File: src/rtl/core/ffha_pkg.sv
// shared types, constants and codes of the first-fit heap allocator
package ffha_pkg;

	localparam int unsigned ADDR_W   = 32;
	localparam int unsigned SIZE_W   = 24;
	localparam int unsigned HEAP_W   = 25;
	localparam int unsigned HDR_W    = 6;
	localparam int unsigned OP_W     = 2;
	localparam int unsigned STATUS_W = 2;
	localparam int unsigned PADDR_W  = 4;
	localparam int unsigned PDATA_W  = 32;

	localparam int unsigned DEF_MAX_SEGMENTS = 64;

	localparam logic [ADDR_W-1:0] RST_HEAP_BASE    = '0;
	localparam logic [HEAP_W-1:0] RST_HEAP_BYTES   = HEAP_W'(1024 * 1024 * 4);
	localparam logic [HDR_W-1:0]  RST_HEADER_BYTES = HDR_W'(12);
	localparam logic [SIZE_W-1:0] RST_FIRST_SIZE   =
		SIZE_W'(1024 * 1024 * 4 - 12);

	typedef enum logic [OP_W-1:0] {
		OP_INIT  = 2'd0,
		OP_ALLOC = 2'd1,
		OP_FREE  = 2'd2
	} op_t;

	typedef enum logic [STATUS_W-1:0] {
		STATUS_OK       = 2'd0,
		STATUS_NO_FIT   = 2'd1,
		STATUS_BAD_FREE = 2'd2
	} status_t;

	typedef enum logic [1:0] {
		REG_HEAP_BASE    = 2'd0,
		REG_HEAP_BYTES   = 2'd1,
		REG_HEADER_BYTES = 2'd2
	} reg_idx_t;

	typedef struct packed {
		logic [ADDR_W-1:0] heap_base;
		logic [HEAP_W-1:0] heap_bytes;
		logic [HDR_W-1:0]  header_bytes;
	} cfg_t;

	typedef struct packed {
		logic [OP_W-1:0]   opcode;
		logic [SIZE_W-1:0] request_size;
		logic [ADDR_W-1:0] address;
	} req_t;

	typedef struct packed {
		logic [ADDR_W-1:0]   result_address;
		logic [STATUS_W-1:0] status;
	} rsp_t;

endpackage

File: src/rtl/core/ffha_if.sv
// request and result channel interfaces of the heap allocator
interface ffha_req_if import ffha_pkg::*; ();
	logic              valid;
	logic              ready;
	logic [OP_W-1:0]   opcode;
	logic [SIZE_W-1:0] request_size;
	logic [ADDR_W-1:0] address;

	modport source (output valid, output opcode, output request_size, output address,
		input ready);
	modport sink (input valid, input opcode, input request_size, input address,
		output ready);
endinterface

interface ffha_rsp_if import ffha_pkg::*; ();
	logic                valid;
	logic                ready;
	logic [ADDR_W-1:0]   result_address;
	logic [STATUS_W-1:0] status;

	modport source (output valid, output result_address, output status, input ready);
	modport sink (input valid, input result_address, input status, output ready);
endinterface

File: src/rtl/core/ffha_walker.sv
// segment table memory and chain walking sequencer of the heap allocator
module ffha_walker import ffha_pkg::*; #(
	parameter int unsigned MAX_SEGMENTS = DEF_MAX_SEGMENTS
) (
	input  logic clk,
	input  logic arst_n,
	input  cfg_t cfg,
	input  logic req_valid,
	input  req_t req_data,
	output logic req_ready,
	output logic rsp_valid,
	output rsp_t rsp_data,
	input  logic rsp_take
);

	localparam int unsigned IDX_W  = (MAX_SEGMENTS > 1) ? $clog2(MAX_SEGMENTS) : 1;
	localparam int unsigned USED_W = $clog2(MAX_SEGMENTS + 1);
	localparam logic [USED_W-1:0] USED_FULL = USED_W'(MAX_SEGMENTS);

	typedef struct packed {
		logic [SIZE_W-1:0] size;
		logic              free;
		logic [IDX_W-1:0]  link;
		logic              link_valid;
	} entry_t;

	typedef enum logic [4:0] {
		ST_INIT  = 5'b00001,
		ST_IDLE  = 5'b00010,
		ST_WALK  = 5'b00100,
		ST_SPLIT = 5'b01000,
		ST_RESP  = 5'b10000
	} state_t;

	entry_t seg_mem_q [MAX_SEGMENTS];
	entry_t rd_entry_q;

	state_t              state_q, state_d;
	logic                alloc_q, alloc_d;
	logic [SIZE_W-1:0]   size_q, size_d;
	logic [ADDR_W-1:0]   addr_q, addr_d;
	logic [IDX_W-1:0]    cur_q, cur_d;
	logic [ADDR_W-1:0]   pa_q, pa_d;
	logic [USED_W-1:0]   used_q, used_d;
	logic [ADDR_W-1:0]   res_addr_q, res_addr_d;
	logic [STATUS_W-1:0] res_status_q, res_status_d;

	logic              rd_en;
	logic [IDX_W-1:0]  rd_addr;
	logic              wr_en;
	logic [IDX_W-1:0]  wr_addr;
	entry_t            wr_entry;

	logic              req_fire;
	logic [HEAP_W-1:0] first_diff;
	logic [SIZE_W-1:0] first_size;
	logic [HEAP_W-1:0] need;
	logic              fit;
	logic              can_split;
	logic              match;
	logic [ADDR_W-1:0] pa_next;

	assign req_ready = (state_q == ST_IDLE);
	assign req_fire  = req_valid && req_ready;
	assign rsp_valid = (state_q == ST_RESP);
	assign rsp_data  = '{result_address: res_addr_q, status: res_status_q};

	// first segment after a rebuild, saturated to the size field
	assign first_diff = cfg.heap_bytes - HEAP_W'(cfg.header_bytes);
	assign first_size = (cfg.heap_bytes <= HEAP_W'(cfg.header_bytes)) ? '0 :
		(first_diff[HEAP_W-1] ? '1 : first_diff[SIZE_W-1:0]);

	assign need      = HEAP_W'(size_q) + HEAP_W'(cfg.header_bytes);
	assign fit       = rd_entry_q.free && (rd_entry_q.size >= size_q);
	assign can_split = (HEAP_W'(rd_entry_q.size) > need) && (used_q != USED_FULL);
	assign match     = (pa_q == addr_q);
	assign pa_next   = pa_q + ADDR_W'(rd_entry_q.size) + ADDR_W'(cfg.header_bytes);

	always_comb begin
		state_d      = state_q;
		alloc_d      = alloc_q;
		size_d       = size_q;
		addr_d       = addr_q;
		cur_d        = cur_q;
		pa_d         = pa_q;
		used_d       = used_q;
		res_addr_d   = res_addr_q;
		res_status_d = res_status_q;
		rd_en        = 1'b0;
		rd_addr      = '0;
		wr_en        = 1'b0;
		wr_addr      = cur_q;
		wr_entry     = rd_entry_q;
		unique case (state_q)
			ST_INIT: begin
				wr_en    = 1'b1;
				wr_addr  = '0;
				wr_entry = '{size: RST_FIRST_SIZE, free: 1'b1, link: '0, link_valid: 1'b0};
				state_d  = ST_IDLE;
			end
			ST_IDLE: begin
				if (req_fire) begin
					alloc_d      = (req_data.opcode == OP_ALLOC);
					size_d       = req_data.request_size;
					addr_d       = req_data.address;
					cur_d        = '0;
					pa_d         = cfg.heap_base + ADDR_W'(cfg.header_bytes);
					res_addr_d   = '0;
					res_status_d = STATUS_OK;
					state_d      = ST_RESP;
					priority if (req_data.opcode == OP_INIT) begin
						wr_en    = 1'b1;
						wr_addr  = '0;
						wr_entry = '{size: first_size, free: 1'b1, link: '0,
							link_valid: 1'b0};
						used_d   = USED_W'(1);
					end else if (req_data.opcode == OP_ALLOC) begin
						if (req_data.request_size == '0) begin
							res_status_d = STATUS_NO_FIT;
						end else begin
							rd_en   = 1'b1;
							state_d = ST_WALK;
						end
					end else if (req_data.opcode == OP_FREE) begin
						if (req_data.address != '0) begin
							rd_en   = 1'b1;
							state_d = ST_WALK;
						end
					end else begin
						// unused opcode, answered as ok
					end
				end
			end
			ST_WALK: begin
				priority if (alloc_q && fit) begin
					wr_en      = 1'b1;
					res_addr_d = pa_q;
					if (can_split) begin
						// remainder goes to the next unused entry, current entry next cycle
						wr_addr  = used_q[IDX_W-1:0];
						wr_entry = '{size: rd_entry_q.size - need[SIZE_W-1:0], free: 1'b1,
							link: rd_entry_q.link, link_valid: rd_entry_q.link_valid};
						state_d  = ST_SPLIT;
					end else begin
						wr_entry.free = 1'b0;
						state_d       = ST_RESP;
					end
				end else if (!alloc_q && match) begin
					wr_en         = 1'b1;
					wr_entry.free = 1'b1;
					state_d       = ST_RESP;
				end else if (!rd_entry_q.link_valid) begin
					res_addr_d   = '0;
					res_status_d = alloc_q ? STATUS_NO_FIT : STATUS_BAD_FREE;
					state_d      = ST_RESP;
				end else begin
					rd_en   = 1'b1;
					rd_addr = rd_entry_q.link;
					cur_d   = rd_entry_q.link;
					pa_d    = pa_next;
				end
			end
			ST_SPLIT: begin
				wr_en    = 1'b1;
				wr_entry = '{size: size_q, free: 1'b0, link: used_q[IDX_W-1:0],
					link_valid: 1'b1};
				used_d   = used_q + USED_W'(1);
				state_d  = ST_RESP;
			end
			ST_RESP: begin
				if (rsp_take) begin
					state_d = ST_IDLE;
				end
			end
			default: begin
				state_d = ST_IDLE;
			end
		endcase
	end

	always_ff @(posedge clk or negedge arst_n) begin
		if (!arst_n) begin
			state_q <= ST_INIT;
			used_q  <= USED_W'(1);
			cur_q   <= '0;
		end else begin
			state_q <= state_d;
			used_q  <= used_d;
			cur_q   <= cur_d;
		end
	end

	always_ff @(posedge clk) begin
		alloc_q      <= alloc_d;
		size_q       <= size_d;
		addr_q       <= addr_d;
		pa_q         <= pa_d;
		res_addr_q   <= res_addr_d;
		res_status_q <= res_status_d;
	end

	// segment table
	always_ff @(posedge clk) begin
		if (wr_en) begin
			seg_mem_q[wr_addr] <= wr_entry;
		end
	end

	always_ff @(posedge clk) begin
		if (rd_en) begin
			rd_entry_q <= seg_mem_q[rd_addr];
		end
	end

`ifndef SYNTHESIS
	a_used_range: assert property (@(posedge clk) disable iff (!arst_n)
		used_q != '0 && used_q <= USED_FULL)
		else $error("segment count out of range");

	a_walk_in_table: assert property (@(posedge clk) disable iff (!arst_n)
		state_q == ST_WALK |-> USED_W'(cur_q) < used_q)
		else $error("walk reached an entry beyond the table fill");

	a_split_after_walk: assert property (@(posedge clk) disable iff (!arst_n)
		state_q == ST_SPLIT |-> $past(state_q) == ST_WALK && $past(alloc_q))
		else $error("split without an allocate walk");

	a_split_grows: assert property (@(posedge clk) disable iff (!arst_n)
		state_q == ST_SPLIT |=> used_q == $past(used_q) + USED_W'(1))
		else $error("split did not take a new entry");
`endif

endmodule

File: src/rtl/core/first_fit_heap_allocator_core.sv
// top level of the first-fit heap allocator: register port, result register, walker
// The heap is kept as an address-ordered chain of segments in a single table memory of
// MAX_SEGMENTS entries, one read and one write port, read data registered. One request is
// handled at a time. Reinitialize, zero-size allocate, null free and unused opcodes go
// straight from acceptance to presenting the result. Allocate and free walk the chain
// from entry 0 at one segment per cycle, visiting at most MAX_SEGMENTS segments; an
// allocate that splits a segment passes through a split state for the second table write.
// The result sits in an output register, so the next request is accepted while the
// previous result waits. After reset an init state writes the initial segment before the
// first request is accepted. Register writes do not rebuild the chain: only the
// reinitialize opcode does.
module first_fit_heap_allocator_core import ffha_pkg::*; #(
	parameter int unsigned MAX_SEGMENTS = DEF_MAX_SEGMENTS
) (
	input  logic               clk,
	input  logic               arst_n,
	input  logic               psel,
	input  logic               penable,
	input  logic               pwrite,
	input  logic [PADDR_W-1:0] paddr,
	input  logic [PDATA_W-1:0] pwdata,
	output logic [PDATA_W-1:0] prdata,
	output logic               pready,
	ffha_req_if.sink           req,
	ffha_rsp_if.source         rsp
);

	cfg_t cfg_q;
	logic cfg_wr;
	logic walk_rsp_valid;
	rsp_t walk_rsp;
	logic rsp_take;
	logic rsp_valid_q;
	rsp_t rsp_data_q;
	req_t req_data;

	assign pready = 1'b1;
	assign cfg_wr = psel && penable && pwrite && pready;

	always_ff @(posedge clk or negedge arst_n) begin
		if (!arst_n) begin
			cfg_q.heap_base    <= RST_HEAP_BASE;
			cfg_q.heap_bytes   <= RST_HEAP_BYTES;
			cfg_q.header_bytes <= RST_HEADER_BYTES;
		end else if (cfg_wr) begin
			unique case (paddr[3:2])
				REG_HEAP_BASE:    cfg_q.heap_base    <= pwdata[ADDR_W-1:0];
				REG_HEAP_BYTES:   cfg_q.heap_bytes   <= pwdata[HEAP_W-1:0];
				REG_HEADER_BYTES: cfg_q.header_bytes <= pwdata[HDR_W-1:0];
				default: begin
				end
			endcase
		end
	end

	always_comb begin
		unique case (paddr[3:2])
			REG_HEAP_BASE:    prdata = PDATA_W'(cfg_q.heap_base);
			REG_HEAP_BYTES:   prdata = PDATA_W'(cfg_q.heap_bytes);
			REG_HEADER_BYTES: prdata = PDATA_W'(cfg_q.header_bytes);
			default:          prdata = '0;
		endcase
	end

	assign req_data = '{opcode: req.opcode, request_size: req.request_size,
		address: req.address};

	ffha_walker #(
		.MAX_SEGMENTS (MAX_SEGMENTS)
	) u_walker (
		.clk       (clk),
		.arst_n    (arst_n),
		.cfg       (cfg_q),
		.req_valid (req.valid),
		.req_data  (req_data),
		.req_ready (req.ready),
		.rsp_valid (walk_rsp_valid),
		.rsp_data  (walk_rsp),
		.rsp_take  (rsp_take)
	);

	// output register frees the walker while a result waits
	assign rsp_take = walk_rsp_valid && (!rsp_valid_q || rsp.ready);

	always_ff @(posedge clk or negedge arst_n) begin
		if (!arst_n) begin
			rsp_valid_q <= 1'b0;
		end else if (rsp_take) begin
			rsp_valid_q <= 1'b1;
		end else if (rsp.ready) begin
			rsp_valid_q <= 1'b0;
		end
	end

	always_ff @(posedge clk) begin
		if (rsp_take) begin
			rsp_data_q <= walk_rsp;
		end
	end

	assign rsp.valid          = rsp_valid_q;
	assign rsp.result_address = rsp_data_q.result_address;
	assign rsp.status         = rsp_data_q.status;

endmodule

File: src/flat_wrapper.sv
// flat-port wrapper written by rule: the top's interface ports become plain ports
module first_fit_heap_allocator_core_flat import ffha_pkg::*;
#(
	parameter int unsigned MAX_SEGMENTS = DEF_MAX_SEGMENTS
)
  (clk, arst_n, psel, penable, pwrite, paddr, pwdata, prdata, pready, req_valid, req_opcode, req_request_size, req_address, req_ready, rsp_valid, rsp_result_address, rsp_status, rsp_ready);
  ffha_req_if req_i ();
  ffha_rsp_if rsp_i ();
  input  logic clk;
  input  logic arst_n;
  input  logic psel;
  input  logic penable;
  input  logic pwrite;
  input  logic [PADDR_W-1:0] paddr;
  input  logic [PDATA_W-1:0] pwdata;
  output logic [PDATA_W-1:0] prdata;
  output logic pready;
  input wire logic [$bits(req_i.valid)-1:0] req_valid;
  input wire logic [$bits(req_i.opcode)-1:0] req_opcode;
  input wire logic [$bits(req_i.request_size)-1:0] req_request_size;
  input wire logic [$bits(req_i.address)-1:0] req_address;
  output wire logic [$bits(req_i.ready)-1:0] req_ready;
  output wire logic [$bits(rsp_i.valid)-1:0] rsp_valid;
  output wire logic [$bits(rsp_i.result_address)-1:0] rsp_result_address;
  output wire logic [$bits(rsp_i.status)-1:0] rsp_status;
  input wire logic [$bits(rsp_i.ready)-1:0] rsp_ready;
  assign req_i.valid = req_valid;
  assign req_i.opcode = req_opcode;
  assign req_i.request_size = req_request_size;
  assign req_i.address = req_address;
  assign req_ready = req_i.ready;
  assign rsp_valid = rsp_i.valid;
  assign rsp_result_address = rsp_i.result_address;
  assign rsp_status = rsp_i.status;
  assign rsp_i.ready = rsp_ready;
  first_fit_heap_allocator_core #(.MAX_SEGMENTS(MAX_SEGMENTS)) u_core (.clk(clk), .arst_n(arst_n), .psel(psel), .penable(penable), .pwrite(pwrite), .paddr(paddr), .pwdata(pwdata), .prdata(prdata), .pready(pready), .req(req_i), .rsp(rsp_i));
endmodule
File: config.mk
export PLATFORM = sky130hd
export DESIGN_NAME = first_fit_heap_allocator_core_flat
export DESIGN_NICKNAME = d
export VERILOG_FILES = /design/src/rtl/core/ffha_pkg.sv /design/src/rtl/core/ffha_if.sv /design/src/rtl/core/ffha_walker.sv /design/src/rtl/core/first_fit_heap_allocator_core.sv /design/src/flat_wrapper.sv
export SDC_FILE = /design/constraint.sdc
export NUM_CORES = 2
export LEC_CHECK = 0
export ABC_AREA = 0
export BUFFER_PORTS_ARGS = -buffer_cell sky130_fd_sc_hd__buf_2
export CAP_MARGIN = 20
export CORE_UTILIZATION = 53
export CTS_CLUSTER_DIAMETER = 40
export DETAILED_ROUTE_END_ITERATION = 10
export PLACE_DENSITY = 0.69
export SLEW_MARGIN = 10
export SYNTH_ARGS = -nofsm -noshare
export SYNTH_HDL_FRONTEND = slang
export SYNTH_SLANG_ARGS = --single-unit
File: constraint.sdc
create_clock -name clk -period 12.7 [get_ports clk]
set_input_delay 0.635 -clock clk [delete_from_list [all_inputs] [get_ports clk]]
set_output_delay 0.635 -clock clk [all_outputs]
set_load 0.05 [all_outputs]
# Word-level counts from Yosys, hierarchy flattened
# Memories as Yosys holds them, arrays and structs flattened. A register that Yosys moved wholly into a read port is not among the register bits.
# Cells that the tools add are included.
op_classes:
  add_sub_neg: 7
  multipliers: 0
  n_div: 0
  order_cmp: 3
  n_eq_ne: 21
  n_shift: 0
  mux: 78
  bitwise_logic: 0
  reduce_logical: 28
ops:
  columns: ["operator", "n"]
  rows:
  - ["$mux W32", 10]
  - ["$pmux W32 S2", 2]
  - ["$pmux W32 S4", 1]
  - ["$mux W24", 4]
  - ["$pmux W32 S3", 1]
  - ["$mux W6", 12]
  - ["$add A32 B6 Y32", 2]
  - ["$mux W5", 11]
  - ["$add A32 B24 Y32", 1]
  - ["$eq A32 B32 Y1", 1]
  - ["$reduce_bool A32 Y1", 1]
  - ["$add A24 B6 Y25", 1]
  - ["$gt A24 B25 Y1", 1]
  - ["$le A25 B6 Y1", 1]
  - ["$sub A25 B6 Y25", 1]
  - ["$ge A24 B24 Y1", 1]
  - ["$logic_not A24 Y1", 1]
  - ["$sub A24 B24 Y24", 1]
  - ["$mux W1", 23]
  - ["$pmux W5 S4", 1]
  - ["$pmux W6 S3", 1]
  - ["$mux W7", 2]
  - ["$pmux W7 S2", 1]
  - ["$pmux W6 S2", 1]
  - ["27 further kinds", 55]
totals:
  ff_bits: 239
  latch_bits: 0
  mem_bits_rw: 2048
  rom_bits: 0
  input_bits: 101
  elab_cells: 153
  n_memories: 1
memory_table:
  columns: ["name", "words", "word_bits", "read_ports", "rd_ports_with_merged_regs", "write_ports", "line", "rtl"]
  rows:
  - ["u_core.u_walker.seg_mem_q", 64, 32, 1, 1, 1, "ffha_walker.sv:35", "entry_t seg_mem_q [MAX_SEGMENTS];"]

# Logic depth before layout (Yosys ltp)
depth:
  ltp_word: 7
  mapped_depth: 24

# Modules after synthesis
# From an unflattened synthesis, not the netlist that was laid out.
hier_totals:
  cells_unflattened: 6614
  area_unflattened_um2: 96611.4
modules_own_cells:
  columns: ["module", "instances", "cells_each", "area_each_um2", "seq_area_each_um2"]
  rows:
  - ["ffha_walker", 1, 6368, 92682.6, 66606.4]
  - ["first_fit_heap_allocator_core", 1, 246, 3928.8, 2626.3]

# Worst setup path before layout
# Ideal clock, no wire load.
synth_path:
  path_kind: "register to register"
  startpoint: "reg u_core.cfg_q[1] (netlist bit)"
  endpoint: "mem u_core.u_walker.seg_mem_q[0][11] (netlist bit), data pin"
  setup_time_ns: 1.009
  arrival_ns: 8.012
  required_time_ns: 11.691
  setup_slack_ns: 3.680
  path_stages_with_launch: 22
  path_buffers: 1
  path_cell_list: "dfrtp_1 ha_1 a21o_1 a21oi_1 o21bai_1 a21oi_1 nor2b_1 o21ai_0 nor2_1 nand3_1 xnor2_1 ha_1 and3_1 nand4_1 nor2_1 a21boi_0 o21ai_1 nor2_1 o2bb2ai_1 nand2_1 clkbuf_1 o311ai_0"
synth_rtl:
  columns: ["element", "line", "rtl"]
  rows:
  - ["from (decl)", "first_fit_heap_allocator_core.sv:28", "cfg_t cfg_q;"]
  - ["to (decl)", "ffha_walker.sv:35", null]

# Final worst setup path
layout_path:
  startpoint: "reg u_core.cfg_q[1] (netlist bit)"
  endpoint: "mem u_core.u_walker.seg_mem_q[63][26] (netlist bit), enable pin"
layout_via:
  elab_chain_len: 6
layout_rtl:
  columns: ["element", "line", "rtl"]
  rows:
  - ["$add A24 B6 Y25", "ffha_walker.sv:73", "assign need = HEAP_W'(size_q) + HEAP_W'(cfg.header_bytes);"]
  - ["$gt A24 B25 Y1", "ffha_walker.sv:75", "assign can_split = (HEAP_W'(rd_entry_q.size) > need) && (used_q != USED_FULL);"]
  - ["$logic_and A1 B1 Y1", "ffha_walker.sv:75", null]
  - ["$mux W6", "ffha_walker.sv:138", "if (can_split) begin"]
  - ["$mux W6", "ffha_walker.sv:135", "priority if (alloc_q && fit) begin"]
  - ["$pmux W6 S3", "ffha_walker.sv:94", "unique case (state_q)"]
# No other way between the ends.

==> metrics.txt <==
Syn Inst Count roughly 6600; most used flip-flop cell after synthesis edfxtp_1; total power ~19000 µW; delay-heaviest family, CP simple AND/OR/NAND/NOR gates; crit path cell chain ha_1 > a21o_1 > a21oi_1 > o21bai_1 > a21oi_1 > nor2b_1 > o21ai_0 > nor2_1 > nand3_1 > xnor2_1 > ha_1 > and3_1 > nand4_1 > nor2_1 > a21boi_0 > o21ai_1 > o31ai_1 > a21oi_2 > buf_4 > nor2_1 > o32ai_1 > nand2_1 > nor2_4 > buf_4; Worst-path clk slew approximately 50 ps; Worst-Margin Slew approximately 1200 ps; Power Dens Cells ~170 mW/mm²; area grow syn2layout 16.43%; reg-to-reg slack, setup approximately 5100 ps; Peak VDD IR approximately 0.14 mV; detailed placement HPWL approximately 180000 µm; Residual DRC 0; Die X 428.9 µm; Worst Clk Skew about 78 ps; Max Root-Sink Buffers 4; Die Y approximately 430 µm; Period minus WS final between 7000 and 8000 ps; first-pass GRT wire length around 430000 µm; Synth Area in XOR/XNOR 1.260%; synth unique cells between 90 and 100; Post-synth EDFFs 2237; Starting Density 53.39%; YS warnings 0; worst endpoint data arrival time around 8100 ps; HP Class input pin to flip-flop; ys async rst share between 3 and 4%; fraction of synthesized area in multiplexers under 10%; Reg area ~0.069 mm²; drt pass-1 iters 9; slowest stage cell, crit path nor2_4; status complete, no violations; Routed Antenna Nets 0; postcts setup bufs 0; post-synthesis sequential area ratio between 70 and 80%; Vias/cell about 6.6; die area approximately 0.18 mm²; Setup-failing EPs final 0; Min-Delay Path Depth 2; vias in the first global route 60910; htree depth 5; Worst setup EP type flip-flop; Cell Rows 156; multi-input logic area around 0.026 mm²; most common cell after layout, fill and taps aside edfxtp_1; CP required 13270 ps; Skew-Pair Late Insertion Delay between 900 and 1000 ps; Syn Nets 6852; Max-Cap Viols 0; Synth Cell Area about 0.097 mm²; wire length per cell between 30 and 40 µm; layout net count ~7300; CP Depth 24; 1st-iter DRT viols between 9000 and 10000; gp weighted congestion slightly above 0.9; largest net degree at the start of global routing 137; Placed Area between 0.1 and 0.15 mm²; Max Transition Viols Final 0; Synth Area in Simple Gates just under 8%; most frequent cells in the layout edfxtp_1, nand2_1, mux2i_1, a21oi_1, clkbuf_16; root buffer cell clkbuf_16; Placeable Area about 0.18 mm²; Top Ports 170; RSZ-0062 raised after global routing no; largest family of logic cells by synthesized area compound AO/OA/AOI/OAI gates; Worst slew margin between 10% and 20%; crit-path most repeated cell nor2_1; vias ~63000; GRT overflow 0; TritonCTS clock tree built; final WL between 300000 and 400000 µm; Design Area, Final 0.1125 mm²; fmax around 130 MHz; Synth Area in Compound Gates 8.955%; layout cells sized above 1 15.61%; area share of fa/ha/maj cells after synthesis approximately 1.7%; crit-path max FO 17; leakage power ~0.038 µW; Total Neg Setup Slack 0 ps; input/output buffers about 170; crit-path max cell delay 830 ps; post-synthesis register bit count between 2000 and 2500; initial antenna violation count 14; fin crit share 59.46%; GRT Total Usage between 30% and 40%; Avg Synthesized Cell Area between 10 and 15 µm²; fillers between 10000 and 15000; Crit path buffers/inverters 2; FF-to-FF path depth 24; CTS buffer count around 310; Critical Path Start Type flip-flop; CP Class flip-flop to flip-flop; clock sink count ~2300; Fin. Hold Viols 0
-- report_power, final --
| group | leakage [µW] | total [µW] | switching, µW | internal (µW) |
|---|---|---|---|---|
| Combinational | 0.0124 | 1820 | 1310 | 512 |
| Sequential | 0.0212 | 9020 | 163 | 8860 |
| Clock | 0.00480 | 8500 | 3260 | 5240 |
-- metrics by stage --
step / setup WS [ps] / util, % / hold WS, ps / instances
after floorplan: 3680 / - / 339.4 / 6630
after global placement: 5353 / 55.94 / 404.5 / 8995
after detailed placement: 5298 / 56.06 / 404.5 / 9008
after CTS: 5272 / 62.09 / 8.079 / 9625
after global routing: 4680 / 62.16 / 33.25 / 9635
final: 5148 / 62.16 / 52.87 / 9638
-- routing by layer --
metal,GRT usage (%),routed length [µm],vias up
met5,0,60,-
met4,18.59,19440,8
met3,7.982,36520,813
met2,49.04,135000,4316
li1,-,-,26570
met1,42.78,111300,31680
-- worst register-to-register path: cells and delay by family, from the launching register on --
family	cells	cell delay (ps)
AND/OR/NAND/NOR	9	3050
AO/OA/AOI/OAI	10	2090
buffers and inverters	2	710
adder cells (fa/ha/maj)	2	670
flip-flops	1	560
XOR/XNOR	1	90
-- layout make-up --
| class | instances | area share [%] |
|---|---|---|
| Clock inverter | 180 | 1.791 |
| Multi-Input combinational cell | 3853 | 23.30 |
| Antenna cell | 5 | 0.01112 |
| Timing Repair Buffer | 479 | 3.311 |
| Clock buffer | 349 | 7.119 |
| Sequential cell | 2319 | 61.55 |
| Inverter | 83 | 0.2781 |
| Tap cell | 2370 | 2.636 |
-- Yosys cell counts, types with 38 or more instances --
| library cell | instances | share of area (%) |
|---|---|---|
| nand4_1 | 47 | 0.30 |
| inv_1 | 79 | 0.31 |
| o221ai_1 | 64 | 0.58 |
| ha_1 | 110 | 1.4 |
| mux2i_1 | 482 | 5.0 |
| mux2_2 | 118 | 1.4 |
| o22ai_1 | 160 | 1.0 |
| clkbuf_1 | 172 | 0.67 |
| xnor2_1 | 105 | 0.95 |
| or3_1 | 38 | 0.25 |
| nor3_1 | 104 | 0.54 |
| a31oi_1 | 50 | 0.32 |
| nand2_1 | 836 | 3.2 |
| and3_1 | 58 | 0.38 |
| nand2b_1 | 38 | 0.25 |
| edfxtp_1 | 2237 | 70 |
| a32oi_1 | 58 | 0.53 |
| nand3_1 | 124 | 0.64 |
| o32ai_1 | 44 | 0.40 |
| nor2_1 | 291 | 1.1 |
| nor4_1 | 50 | 0.32 |
| o21ai_0 | 229 | 1.2 |
| dfrtp_1 | 77 | 2.0 |
| a21oi_1 | 337 | 1.7 |
| or4_1 | 40 | 0.31 |
| buf_2 | 126 | 0.65 |
-- flip-flops by register name, summed over array words and instances (netlist names) --
| signal | count |
|---|---|
| u_core.u_walker.state_q | 5 |
| u_core.u_walker.used_q | 7 |
| u_core.rsp.valid | 1 |
| u_core.u_walker.res_status_q | 2 |
| u_core.u_walker.seg_mem_q | 2048 |
| u_core.u_walker.addr_q | 32 |
| u_core.u_walker.size_q | 24 |
| u_core.cfg_q | 63 |
| u_core.u_walker.alloc_q | 1 |
| u_core.rsp.result_address | 32 |
| u_core.u_walker.cur_q | 6 |
| u_core.u_walker.res_addr_q | 32 |
| u_core.u_walker.pa_q | 32 |
| u_core.rsp.status | 2 |
| u_core.u_walker.rd_entry_q | 32 |
-- final timing paths --
path,start,end
setup / recovery,u_core.cfg_q[1]$_DFFE_PN0P_,u_core.u_walker.seg_mem_q[63][26]$_DFFE_PP_
hold / removal,pwdata[22],u_core.cfg_q[53]$_DFFE_PN0P_
setup reg to reg,u_core.cfg_q[1]$_DFFE_PN0P_,u_core.u_walker.seg_mem_q[63][26]$_DFFE_PP_
hold reg to reg,u_core.u_walker.res_addr_q[8]$_SDFFCE_PN0P_,u_core.rsp.result_address[8]$_DFFE_PP_
max in group asynchronous,arst_n,u_core.cfg_q[25]$_DFFE_PN0P_
min in group asynchronous,arst_n,u_core.cfg_q[9]$_DFFE_PN0P_
-- cells by family (layout without fill, tap and decap cells) --
kind of cell | after synthesis | count (layout)
compound gates | 1299 | 1299
flops | 2319 | 2319
xor+xnor | 139 | 139
simple gates | 1686 | 1686
buf+inv | 458 | 1091
mux | 606 | 606
fa+ha+maj | 121 | 121
other cells | 2 | 7
-- timing repair --
item                                   in CTS  in global routing
endpoints found under the hold margin     129                  0
hold buffers                               88                  0
gates resized for setup                     0                  0
Note: power is estimated with default switching activity, not from simulation.
